$ cat src/design/es_dfc_pkg.sv
// ----------------------------------------------------------------------------
// es_dfc_pkg
// Shared types and constants of the ES descriptor frame checker.
// ----------------------------------------------------------------------------
`default_nettype none

package es_dfc_pkg;

  // size field limits
  localparam int unsigned MAX_SIZE_BYTES = 4;
  localparam int unsigned SIZE_CNT_W     = 3;
  localparam int unsigned SIZE_W         = 28;
  localparam int unsigned PAYLOAD_W      = 29;

  // status codes
  localparam logic [2:0] ST_OK        = 3'd0;
  localparam logic [2:0] ST_BAD_TAG   = 3'd1;
  localparam logic [2:0] ST_LENGTH    = 3'd2;
  localparam logic [2:0] ST_FLAGS     = 3'd3;
  localparam logic [2:0] ST_NO_DC     = 3'd4;
  localparam logic [2:0] ST_NO_SL     = 3'd5;
  localparam logic [2:0] ST_TRUNCATED = 3'd6;

  // configuration register indexes
  localparam logic [1:0] REG_ES_TAG = 2'd0;
  localparam logic [1:0] REG_DC_TAG = 2'd1;
  localparam logic [1:0] REG_SL_TAG = 2'd2;

  // reset values of the tag registers
  localparam logic [7:0] ES_TAG_RESET = 8'd3;
  localparam logic [7:0] DC_TAG_RESET = 8'd4;
  localparam logic [7:0] SL_TAG_RESET = 8'd6;

  // expected tags handed to the parser
  typedef struct packed {
    logic [7:0] es;
    logic [7:0] dc;
    logic [7:0] sl;
  } tags_t;

  // one result beat
  typedef struct packed {
    logic [2:0]        status;
    logic [15:0]       stream_id;
    logic [8:0]        decoder_config_bytes;
    logic [8:0]        sl_config_bytes;
    logic              junk_at_end;
    logic [SIZE_W-1:0] declared_length;
  } res_t;

endpackage

`default_nettype wire

$ cat src/design/es_dfc_parser.sv
// ----------------------------------------------------------------------------
// es_dfc_parser
// Per-byte frame state of one ES descriptor; forms the result on the last byte.
// ----------------------------------------------------------------------------
`default_nettype none

module es_dfc_parser
  import es_dfc_pkg::*;
(
  input  wire logic       clk,
  input  wire logic       rst,
  input  wire logic       take,
  input  wire logic [7:0] byte_in,
  input  wire logic       last_byte,
  input  wire tags_t      tags,
  output logic            res_valid,
  output res_t            res
);

  // parse phases
  localparam logic [3:0] PH_TAG     = 4'd0;
  localparam logic [3:0] PH_SIZE    = 4'd1;
  localparam logic [3:0] PH_ID_HI   = 4'd2;
  localparam logic [3:0] PH_ID_LO   = 4'd3;
  localparam logic [3:0] PH_FLAGS   = 4'd4;
  localparam logic [3:0] PH_DC_TAG  = 4'd5;
  localparam logic [3:0] PH_DC_LEN  = 4'd6;
  localparam logic [3:0] PH_DC_SKIP = 4'd7;
  localparam logic [3:0] PH_SL_TAG  = 4'd8;
  localparam logic [3:0] PH_SL_LEN  = 4'd9;
  localparam logic [3:0] PH_SL_SKIP = 4'd10;
  localparam logic [3:0] PH_TRAIL   = 4'd11;

  localparam logic [PAYLOAD_W-1:0] PAYLOAD_MAX = '1;

  logic [3:0]            phase, phase_next;
  logic [SIZE_W-1:0]     size_acc, size_acc_next;
  logic [SIZE_CNT_W-1:0] size_cnt, size_cnt_next;
  logic [PAYLOAD_W-1:0]  payload_cnt, payload_cnt_next;
  logic [15:0]           id_reg, id_reg_next;
  logic [8:0]            skip_rem, skip_rem_next, skip_dec;
  logic [2:0]            first_err, first_err_next;
  logic [8:0]            dc_len, dc_len_next;
  logic [8:0]            sl_len, sl_len_next;
  logic                  junk, junk_next;
  logic                  hard_err;
  logic [2:0]            status_next;

  assign hard_err = (first_err == ST_BAD_TAG) || (first_err == ST_LENGTH);
  assign skip_dec = (skip_rem != 9'd0) ? skip_rem - 9'd1 : skip_rem;

  // next frame state for the byte being taken
  always_comb begin
    phase_next       = phase;
    size_acc_next    = size_acc;
    size_cnt_next    = size_cnt;
    payload_cnt_next = payload_cnt;
    id_reg_next      = id_reg;
    skip_rem_next    = skip_rem;
    first_err_next   = first_err;
    dc_len_next      = dc_len;
    sl_len_next      = sl_len;
    junk_next        = junk;
    if (take && !hard_err) begin
      unique case (phase)
        PH_TAG: begin
          if (byte_in != tags.es) first_err_next = ST_BAD_TAG;
          else phase_next = PH_SIZE;
        end
        PH_SIZE: begin
          if (size_cnt >= SIZE_CNT_W'(MAX_SIZE_BYTES)) begin
            first_err_next = ST_LENGTH;
          end else begin
            size_acc_next = {size_acc[SIZE_W-8:0], byte_in[6:0]};
            size_cnt_next = size_cnt + SIZE_CNT_W'(1);
            if (!byte_in[7]) phase_next = PH_ID_HI;
          end
        end
        default: begin
          // payload byte: counted even after a soft error
          if (payload_cnt != PAYLOAD_MAX) payload_cnt_next = payload_cnt + PAYLOAD_W'(1);
          if (first_err == ST_OK) begin
            unique case (phase)
              PH_ID_HI: begin
                id_reg_next = {byte_in, 8'd0};
                phase_next  = PH_ID_LO;
              end
              PH_ID_LO: begin
                id_reg_next = {id_reg[15:8], id_reg[7:0] | byte_in};
                phase_next  = PH_FLAGS;
              end
              PH_FLAGS: begin
                if (byte_in != 8'd0) first_err_next = ST_FLAGS;
                else phase_next = PH_DC_TAG;
              end
              PH_DC_TAG: begin
                if (byte_in != tags.dc) first_err_next = ST_NO_DC;
                else phase_next = PH_DC_LEN;
              end
              PH_DC_LEN: begin
                dc_len_next   = {1'b0, byte_in} + 9'd2;
                skip_rem_next = {1'b0, byte_in};
                phase_next    = (byte_in != 8'd0) ? PH_DC_SKIP : PH_SL_TAG;
              end
              PH_DC_SKIP: begin
                skip_rem_next = skip_dec;
                if (skip_dec == 9'd0) phase_next = PH_SL_TAG;
              end
              PH_SL_TAG: begin
                if (byte_in != tags.sl) first_err_next = ST_NO_SL;
                else phase_next = PH_SL_LEN;
              end
              PH_SL_LEN: begin
                sl_len_next   = {1'b0, byte_in} + 9'd2;
                skip_rem_next = {1'b0, byte_in};
                phase_next    = (byte_in != 8'd0) ? PH_SL_SKIP : PH_TRAIL;
              end
              PH_SL_SKIP: begin
                skip_rem_next = skip_dec;
                if (skip_dec == 9'd0) phase_next = PH_TRAIL;
              end
              default: junk_next = 1'b1;
            endcase
          end
        end
      endcase
    end
  end

  // final status, from the state after this byte
  always_comb begin
    if ((first_err_next == ST_BAD_TAG) || (first_err_next == ST_LENGTH))
      status_next = first_err_next;
    else if ((phase_next == PH_TAG) || (phase_next == PH_SIZE))
      status_next = ST_TRUNCATED;
    else if (payload_cnt_next != {1'b0, size_acc_next})
      status_next = ST_LENGTH;
    else if (first_err_next != ST_OK)
      status_next = first_err_next;
    else if (phase_next != PH_TRAIL)
      status_next = ST_TRUNCATED;
    else
      status_next = ST_OK;
  end

  assign res.status               = status_next;
  assign res.stream_id            = id_reg_next;
  assign res.decoder_config_bytes = dc_len_next;
  assign res.sl_config_bytes      = sl_len_next;
  assign res.junk_at_end          = junk_next;
  assign res.declared_length      = size_acc_next;
  assign res_valid                = take && last_byte;

  // frame state; the last byte returns everything to reset
  always_ff @(posedge clk) begin
    if (rst || res_valid) begin
      phase       <= PH_TAG;
      size_acc    <= '0;
      size_cnt    <= '0;
      payload_cnt <= '0;
      id_reg      <= '0;
      skip_rem    <= '0;
      first_err   <= ST_OK;
      dc_len      <= '0;
      sl_len      <= '0;
      junk        <= 1'b0;
    end else begin
      phase       <= phase_next;
      size_acc    <= size_acc_next;
      size_cnt    <= size_cnt_next;
      payload_cnt <= payload_cnt_next;
      id_reg      <= id_reg_next;
      skip_rem    <= skip_rem_next;
      first_err   <= first_err_next;
      dc_len      <= dc_len_next;
      sl_len      <= sl_len_next;
      junk        <= junk_next;
    end
  end

endmodule

`default_nettype wire

$ cat src/design/es_descriptor_frame_checker_top.sv
// ----------------------------------------------------------------------------
// es_descriptor_frame_checker_top
// Checks the framing of an ES descriptor, one byte per beat, one result per
// descriptor.
// ----------------------------------------------------------------------------
// Input channel: in_valid / in_stall carry byte_in and last_byte, one byte of
// the descriptor per beat; last_byte marks the final byte of a descriptor.
// Output channel: out_valid / out_stall carry one result beat per descriptor
// (status, stream_id, sub-descriptor sizes, junk_at_end, declared_length).
// Config channel: cfg_valid / cfg_ready with cfg_index and cfg_data sets the
// three expected tags; cfg_ready is always high. Write only while idle.
// Throughput: one byte per cycle while in_stall is low. The result is formed
// from the last accepted byte and registered in the result register, or in
// the skid register while out_stall holds the result register full.
// A result register plus a skid register sit at the output: while a result
// waits under out_stall, further bytes are still accepted, and in_stall rises
// only once a second result is parked in the skid register.
// Reset (rst, synchronous): frame state cleared, tags back to 3 / 4 / 6, both
// output registers emptied.
// ----------------------------------------------------------------------------
`default_nettype none

module es_descriptor_frame_checker_top
  import es_dfc_pkg::*;
(
  input  wire logic              clk,
  input  wire logic              rst,
  // byte input
  input  wire logic              in_valid,
  output logic                   in_stall,
  input  wire logic [7:0]        byte_in,
  input  wire logic              last_byte,
  // result output
  output logic                   out_valid,
  input  wire logic              out_stall,
  output logic [2:0]             status,
  output logic [15:0]            stream_id,
  output logic [8:0]             decoder_config_bytes,
  output logic [8:0]             sl_config_bytes,
  output logic                   junk_at_end,
  output logic [SIZE_W-1:0]      declared_length,
  // configuration writes
  input  wire logic              cfg_valid,
  output logic                   cfg_ready,
  input  wire logic [1:0]        cfg_index,
  input  wire logic [7:0]        cfg_data
);

  tags_t tags;
  logic  take;
  logic  res_valid;
  res_t  res;
  res_t  out_q;
  res_t  skid_q;
  logic  skid_valid;
  logic  out_free;

  assign cfg_ready = 1'b1;
  assign in_stall  = skid_valid;
  assign take      = in_valid && !in_stall;
  assign out_free  = !out_valid || !out_stall;

  // tag registers
  always_ff @(posedge clk) begin
    if (rst) begin
      tags.es <= ES_TAG_RESET;
      tags.dc <= DC_TAG_RESET;
      tags.sl <= SL_TAG_RESET;
    end else if (cfg_valid && cfg_ready) begin
      unique case (cfg_index)
        REG_ES_TAG: tags.es <= cfg_data;
        REG_DC_TAG: tags.dc <= cfg_data;
        REG_SL_TAG: tags.sl <= cfg_data;
        default: ;
      endcase
    end
  end

  es_dfc_parser u_parser (
    .clk       (clk),
    .rst       (rst),
    .take      (take),
    .byte_in   (byte_in),
    .last_byte (last_byte),
    .tags      (tags),
    .res_valid (res_valid),
    .res       (res)
  );

  // output and skid occupancy
  always_ff @(posedge clk) begin
    if (rst) begin
      out_valid  <= 1'b0;
      skid_valid <= 1'b0;
    end else if (out_free) begin
      out_valid  <= skid_valid || res_valid;
      skid_valid <= 1'b0;
    end else if (res_valid) begin
      skid_valid <= 1'b1;
    end
  end

  // output and skid payload
  always_ff @(posedge clk) begin
    if (out_free) begin
      out_q <= skid_valid ? skid_q : res;
    end else if (res_valid) begin
      skid_q <= res;
    end
  end

  assign status               = out_q.status;
  assign stream_id            = out_q.stream_id;
  assign decoder_config_bytes = out_q.decoder_config_bytes;
  assign sl_config_bytes      = out_q.sl_config_bytes;
  assign junk_at_end          = out_q.junk_at_end;
  assign declared_length      = out_q.declared_length;

endmodule

`default_nettype wire

$ cat config.mk
export PLATFORM = sky130hd
export DESIGN_NAME = es_descriptor_frame_checker_top
export DESIGN_NICKNAME = d
export VERILOG_FILES = /design/src/design/es_dfc_pkg.sv /design/src/design/es_dfc_parser.sv /design/src/design/es_descriptor_frame_checker_top.sv
export SDC_FILE = /design/constraint.sdc
export NUM_CORES = 1
export LEC_CHECK = 0
export BUFFER_PORTS_ARGS = -buffer_cell sky130_fd_sc_hd__buf_2
export CAP_MARGIN = 20
export CORE_MARGIN = 4
export CORE_UTILIZATION = 35
export CTS_BUF_LIST = sky130_fd_sc_hd__clkbuf_4
export CTS_CLUSTER_DIAMETER = 100
export DETAILED_ROUTE_END_ITERATION = 8
export PLACE_DENSITY = 0.58
export SLEW_MARGIN = 20
export SYNTH_ARGS = -nofsm -noshare
export SYNTH_HDL_FRONTEND = slang
export SYNTH_HIERARCHICAL = 1
export SYNTH_SLANG_ARGS = --single-unit
export TNS_END_PERCENT = 10
$ cat constraint.sdc
create_clock -name clk -period 11.08 [get_ports clk]
set_input_delay 0.554 -clock clk [delete_from_list [all_inputs] [get_ports clk]]
set_output_delay 0.554 -clock clk [all_outputs]
set_load 0.1 [all_outputs]
==> flow_metrics.env, run 1 <==
export IMPL_synthCells=1144
export IMPL_start_kind="flop"
export IMPL_cts_root_buffer="clkbuf_4"
export IMPL_syn2layout_area_growth_pct=14.3
export IMPL_grt_pass1_wl_um=47400
export IMPL_path_cells="nand2b_1 -> a211o_4 -> nor2_8 -> mux2i_2 -> xnor2_1 -> xor2_1 -> or4_4 -> a2111oi_4 -> nand4b_1 -> o22a_1 -> mux2_2"
export IMPL_rsz0062_at_grt="false"
export IMPL_p_seq_frac=0.485
export IMPL_synthesis_nets=1173
export IMPL_die_h_um=196
export IMPL_finalClockSkew_ns=0.0617
export IMPL_synth_top_area_cell="edfxtp_1"
export IMPL_maxCapViolCount=0
export IMPL_post_route_period_util=0.402
export IMPL_synth_top_cell_area_share=0.320
export IMPL_grt_overflow_total=0
export IMPL_holdPathStages=3
export IMPL_synth_area_top_cells="edfxtp_1 (32%), dfxtp_1 (22%), mux2_2 (7.1%)"
export IMPL_drc=0
export IMPL_tightest_slew_ns=1.01
export IMPL_crit_path_max_incr_delay_ns=0.76
export IMPL_synth_flop_cell="dfxtp_1"
export IMPL_dp_hpwl_um=19500
export IMPL_ioPinCount=93
export IMPL_holdWs_ns=0.136
export IMPL_fillers=3428
export IMPL_outcome="finished clean"
export IMPL_vdd_ir_drop_worst_uv=81.5
export IMPL_tritoncts="yes"
export IMPL_largest_register="skid_q"
export IMPL_wire_per_inst_um=16.9
export IMPL_drv_slew=0
export IMPL_drt_vias_per_instance=4.98
export IMPL_p_switching_uw=556
export IMPL_initial_core_util=0.356
export IMPL_largest_reg_flops=66
export IMPL_synth_common_cells="dfxtp_1 (137), edfxtp_1 (132), nor2_1 (107)"
export IMPL_synth_edf_count=132
export IMPL_clkLatencyLatePin_ns=0.70
export IMPL_ys_types=81
export IMPL_synthArstFlopShare=0
export IMPL_drt_iter0_markers=704
export IMPL_cts_made_buffers=71
export IMPL_p_comb_frac=0.083
export IMPL_ant_nets=0
export IMPL_grt_max_degree=76
export IMPL_final_hold_violation_count=0
export IMPL_switching_share=0.254
export IMPL_rows=68
export IMPL_hp_class="primary input to flop"
export IMPL_cts_setup_buffers=0
export IMPL_fmax_mhz=224
export IMPL_gp_congestion=0.870
export IMPL_die_area_um2=38400
export IMPL_yosysWarnings=6
export IMPL_crit_cells=11
export IMPL_critPathRequiredTime_ns=11.51
export IMPL_drive_gt1_frac=0.251
export IMPL_cts_buffer_depth=3
export IMPL_dpl_cell_area_um2=13100
export IMPL_maxSlewHeadroom=0.321
export IMPL_synth_area_um2=12400
export IMPL_grt_pass1_vias=8545
export IMPL_portBuffers=91
export IMPL_top_regs="skid_q: 66 flops, u_parser/payload_cnt: 29 flops"
export IMPL_worst_path_buf_inv=0
export IMPL_setup_tns_ns=0
export IMPL_post_route_util=0.407
export IMPL_power_frac_clock=0.431
export IMPL_power_density_nw_per_um2=155
export IMPL_rr_worst_depth=11
export IMPL_cp_arrival_ns=4.89
export IMPL_routed_via_count=8759
export IMPL_nets=1275
export IMPL_slowest_stage="dfxtp_1"
export IMPL_fp_dieW_um=196
export IMPL_seq_area_frac_synth=0.542
export IMPL_final_area_um2=14100
export IMPL_cp_top_family="simple AND/OR/NAND/NOR gates"
export IMPL_dr_pass1_iters=5
export IMPL_internal_power_uw=1640
export IMPL_grt_usage=0.153
export IMPL_p_leak_uw=0.00579
export IMPL_endpoint_kind="flop"
export IMPL_syn_avg_cell_area_um2=10.8
export IMPL_period_needed_ns=4.46
export IMPL_core_area_um2=34700
export IMPL_cts_sinks=269
export IMPL_setup_viol=0
export IMPL_clkTransAtPathRegs_ns=0.07
export IMPL_antenna_found_initial=2
export IMPL_total_power_uw=2190
export IMPL_routed_wirelength_um=29600
export IMPL_synthMostInstantiatedCell="dfxtp_1"
export IMPL_ctsResizeCount=0
export IMPL_ys_seq_elements=269
export IMPL_cts_hold_buf=0
export IMPL_cp_max_fo=30
export IMPL_worst_setup_path_type="flop to flop"
export IMPL_htreeDepth=3
[routing by layer]
metal,vias to the layer above,share of wire,GRT usage,wire (µm)
met5,-,0,0,0
met3,53,0.054,0.0354,1600
met4,0,0.024,0.0590,718
li1,4308,-,-,-
met2,213,0.45,0.235,13400
met1,4185,0.47,0.211,13900
[logic make-up (layout without fill, tap and decap cells)]
logic type | Yosys count | in the layout | synth area share
multiplexers | 125 | 125 | 0.111
XOR/XNOR | 78 | 78 | 0.0558
other | 1 | 3 | 0.000303
flip-flops | 269 | 269 | 0.542
AO/OA/AOI/OAI | 143 | 143 | 0.0751
buffers and inverters | 103 | 260 | 0.0372
adder cells (fa/ha/maj) | 5 | 5 | 0.00506
AND/OR/NAND/NOR | 420 | 420 | 0.173
[worst min-delay path, delay by kind of cell]
family	cells	cell delay [ns]
and+or+nand+nor	1	0.06
muxes	1	0.06
buffers and inverters	1	0.10
[cell type report]
class / count / area [µm²] / area share
Sequential cell: 269 / 6710 / 0.475
Multi-Input combinational cell: 772 / 5220 / 0.369
Clock buffer: 116 / 871 / 0.0616
Tap cell: 455 / 569 / 0.0403
Timing Repair Buffer: 96 / 493 / 0.0349
Clock inverter: 12 / 138 / 0.00974
Inverter: 36 / 135 / 0.00956
Antenna cell: 2 / 5.00 / 0.000354
[stage by stage]
step	setup WS (ns)	instances
2_1_floorplan	6.82	1144
3_3_place_gp	6.55	1628
3_5_place_dp	6.47	1628
4_1_cts	6.63	1756
5_1_grt	6.41	1758
6_report	6.62	1758
[path summary, 6_finish.rpt]
path                        start                    to  slack, ns
max reg2reg     u_parser/phase[0]             status[1]       6.62
max             u_parser/phase[0]             status[1]       6.62
min                   cfg_data[2]              tags[18]       0.14
min reg2reg  u_parser/size_cnt[0]  u_parser/size_cnt[0]       0.48
[placed cells by master (no fill, tap or decap), types with 15 or more instances in the layout]
cell	netlist	final
inv_1	35	35
nand2_1	104	103
nor3_1	23	23
xor2_1	28	28
and2_1	39	39
o21ai_0	36	36
dfxtp_1	137	136
nand4_1	15	15
xnor2_1	49	49
mux2i_1	43	43
nand2b_1	32	32
nand3_1	27	27
nor2_1	107	106
buf_2	17	91
clkbuf_4	0	116
mux2_2	78	78
a21oi_1	44	44
edfxtp_1	132	132
[power groups by stage]
stage               clock [µW]  combinational (µW)  sequential (µW)
floorplan                    0                63.3             1170
global placement             0                 183             1090
detailed placement           0                 184             1090
CTS                        982                 184             1060
global route              1050                 192             1060
finish                     945                 183             1060
(Power assumes the default switching activity.)
==> inputs of run 2 (changes only) <==
Settings changed: PLACE_DENSITY 0.58 to 0.6.
Clock period 11.08 ns to 4.1 ns, I/O delays scaled along.
==> flow_metrics.env, run 2 (synthesis results as in run 1) <==
export IMPL_vdd_ir_drop_worst_uv=219
export IMPL_worst_setup_path_type="flop to flop"
export IMPL_cts_root_buffer="clkbuf_4"
export IMPL_drive_gt1_frac=0.263
export IMPL_post_route_util=0.420
export IMPL_p_leak_uw=0.00603
export IMPL_initial_core_util=0.356
export IMPL_cpMostUsedCell="or4_4"
export IMPL_rows=68
export IMPL_fmax_mhz=255
export IMPL_portBuffers=91
export IMPL_drc=0
export IMPL_grt_usage=0.159
export IMPL_final_cell_mix="dfxtp_1 (136), edfxtp_1 (132), nor2_1 (106), clkbuf_4 (103), nand2_1 (103)"
export IMPL_ioPinCount=93
export IMPL_maxSlewHeadroom=0.376
export IMPL_grt_pass1_wl_um=49200
export IMPL_cts_sinks=269
export IMPL_finalClockSkew_ns=0.0636
export IMPL_rr_startpoint="u_parser/payload_cnt[24]"
export IMPL_dr_pass1_iters=5
export IMPL_die_area_um2=38400
export IMPL_rsz0062_at_grt="false"
export IMPL_endpoint_kind="flop"
export IMPL_cts_made_buffers=71
export IMPL_largest_register="skid_q"
export IMPL_hp_class="primary input to flop"
export IMPL_largest_reg_flops=66
export IMPL_cts_setup_buffers=0
export IMPL_setup_tns_ns=0
export IMPL_tritoncts="yes"
export IMPL_drt_vias_per_instance=4.95
export IMPL_antenna_found_initial=1
export IMPL_routed_via_count=8971
export IMPL_placedCellCount=1661
export IMPL_worstReg2RegEnd="status[1]"
export IMPL_crit_end="status[1]"
export IMPL_clkTransAtPathRegs_ns=0.08
export IMPL_seq_area_um2=6710
export IMPL_dp_hpwl_um=20500
export IMPL_top_regs="skid_q: 66 flops, u_parser/payload_cnt: 29 flops"
export IMPL_grt_max_degree=76
export IMPL_path_cells="nand4_1 -> or4_4 -> o21ai_4 -> buf_4 -> nor2_4 -> nand2_2 -> a21oi_1 -> or4_4 -> a2111oi_4 -> nand4b_1 -> o22a_1 -> mux2_2"
export IMPL_ant_nets=0
export IMPL_grt_overflow_total=0
export IMPL_clkLatencyLatePin_ns=0.72
export IMPL_fillers=3363
export IMPL_cts_buffer_depth=3
export IMPL_die_h_um=196
export IMPL_nets=1329
export IMPL_crit_path_max_incr_delay_ns=0.61
export IMPL_cp_max_fo=9
export IMPL_multi_input_area_um2=5240
export IMPL_wire_per_inst_um=16.9
export IMPL_final_hold_violation_count=0
export IMPL_critPathRequiredTime_ns=4.54
export IMPL_gp_congestion=0.913
export IMPL_slowest_stage="or4_4"
export IMPL_grt_pass1_vias=8926
export IMPL_stdcell_count=1813
export IMPL_setup_viol=0
export IMPL_tightest_slew_ns=0.936
export IMPL_drv_slew=0
export IMPL_htreeDepth=3
export IMPL_reg2reg_slack_ns=0.17
export IMPL_layout_commonest_cell="dfxtp_1"
export IMPL_drt_iter0_markers=614
export IMPL_startpoint="u_parser/payload_cnt[24]"
export IMPL_routed_wirelength_um=30700
export IMPL_cp_arrival_ns=4.37
export IMPL_period_needed_ns=3.93
export IMPL_core_area_um2=34700
export IMPL_rr_worst_depth=12
export IMPL_maxCapViolCount=0
export IMPL_fp_dieW_um=196
export IMPL_outcome="finished clean"
export IMPL_start_kind="flop"
export IMPL_power_density_nw_per_um2=401
export IMPL_post_route_period_util=0.958
export IMPL_syn2layout_area_growth_pct=17.8
-- run 2: cell types whose count changed in the layout (fill, tap and decap cells not counted), sizes merged, moves of 13 or more --
| cell | delta |
|---|---|
| buf | +33 |
| clkbuf | -13 |
| clkinv | +15 |
| dlygate4sd3 | +21 |
-- run 2: cell type report --
type | instances | area share
Sequential cell | 269 | 0.460
Multi-Input combinational cell | 772 | 0.359
Timing Repair Buffer | 150 | 0.0664
Clock buffer | 103 | 0.0531
Tap cell | 455 | 0.0391
Clock inverter | 26 | 0.0124
Inverter | 36 | 0.00927
Antenna cell | 2 | 0.000343
-- run 2: stage by stage --
step / worst slack (ns) / cell area, µm² / power (µW) / hold slack [ns]
floorplan: 0.0708 / 12400 / 3330 / 0.357
global placement: 0.142 / 13400 / 3440 / 0.461
detailed placement: 0.196 / 13400 / 3440 / 0.472
CTS: 0.128 / 14500 / 5930 / 0.0112
global route: 0.000760 / 14600 / 6110 / 0.0593
finish: 0.174 / 14600 / 5840 / 0.0779
-- run 2: what timing repair did --
item | 4_1_cts | 5_1_grt
hold buffers | 21 | 0
setup endpoints to repair | 0 | 2
gates resized for setup | 0 | 7
hold endpoints to repair | 35 | 0
-- run 2: worst max-delay path, delay by kind of cell (launching register included) --
family	cells	cell delay (ns)
simple gates	6	1.70
compound gates	4	1.03
flops	1	0.45
mux	1	0.26
buf+inv	1	0.22
-- run 2: worst min-delay path by stage --
stage / from / to / depth (start not counted)
after CTS: byte_in[7] / u_parser/id_reg[7] / 3
after detailed placement: u_parser/size_acc[7] / u_parser/size_acc[14] / 2
final: byte_in[7] / u_parser/id_reg[7] / 3
after floorplan: cfg_data[1] / tags[9] / 2
after global placement: u_parser/size_cnt[0] / u_parser/size_cnt[0] / 2
after global routing: byte_in[2] / u_parser/skip_rem[2] / 3
-- run 2: report_power, final --
part	leakage (µW)	internal [µW]	total [µW]	switching, µW
logic	0.00287	119	523	404
registers	0.00260	2850	2870	19.5
clock network	0.000561	1300	2450	1150
-- run 2: routing by layer --
metal  track usage  vias up  part of all wire
met1         0.220     4267              0.47
met5             0        -                 0
met3        0.0328       49             0.052
met2         0.242      244              0.46
met4        0.0693        0             0.026
li1              -     4411                 -
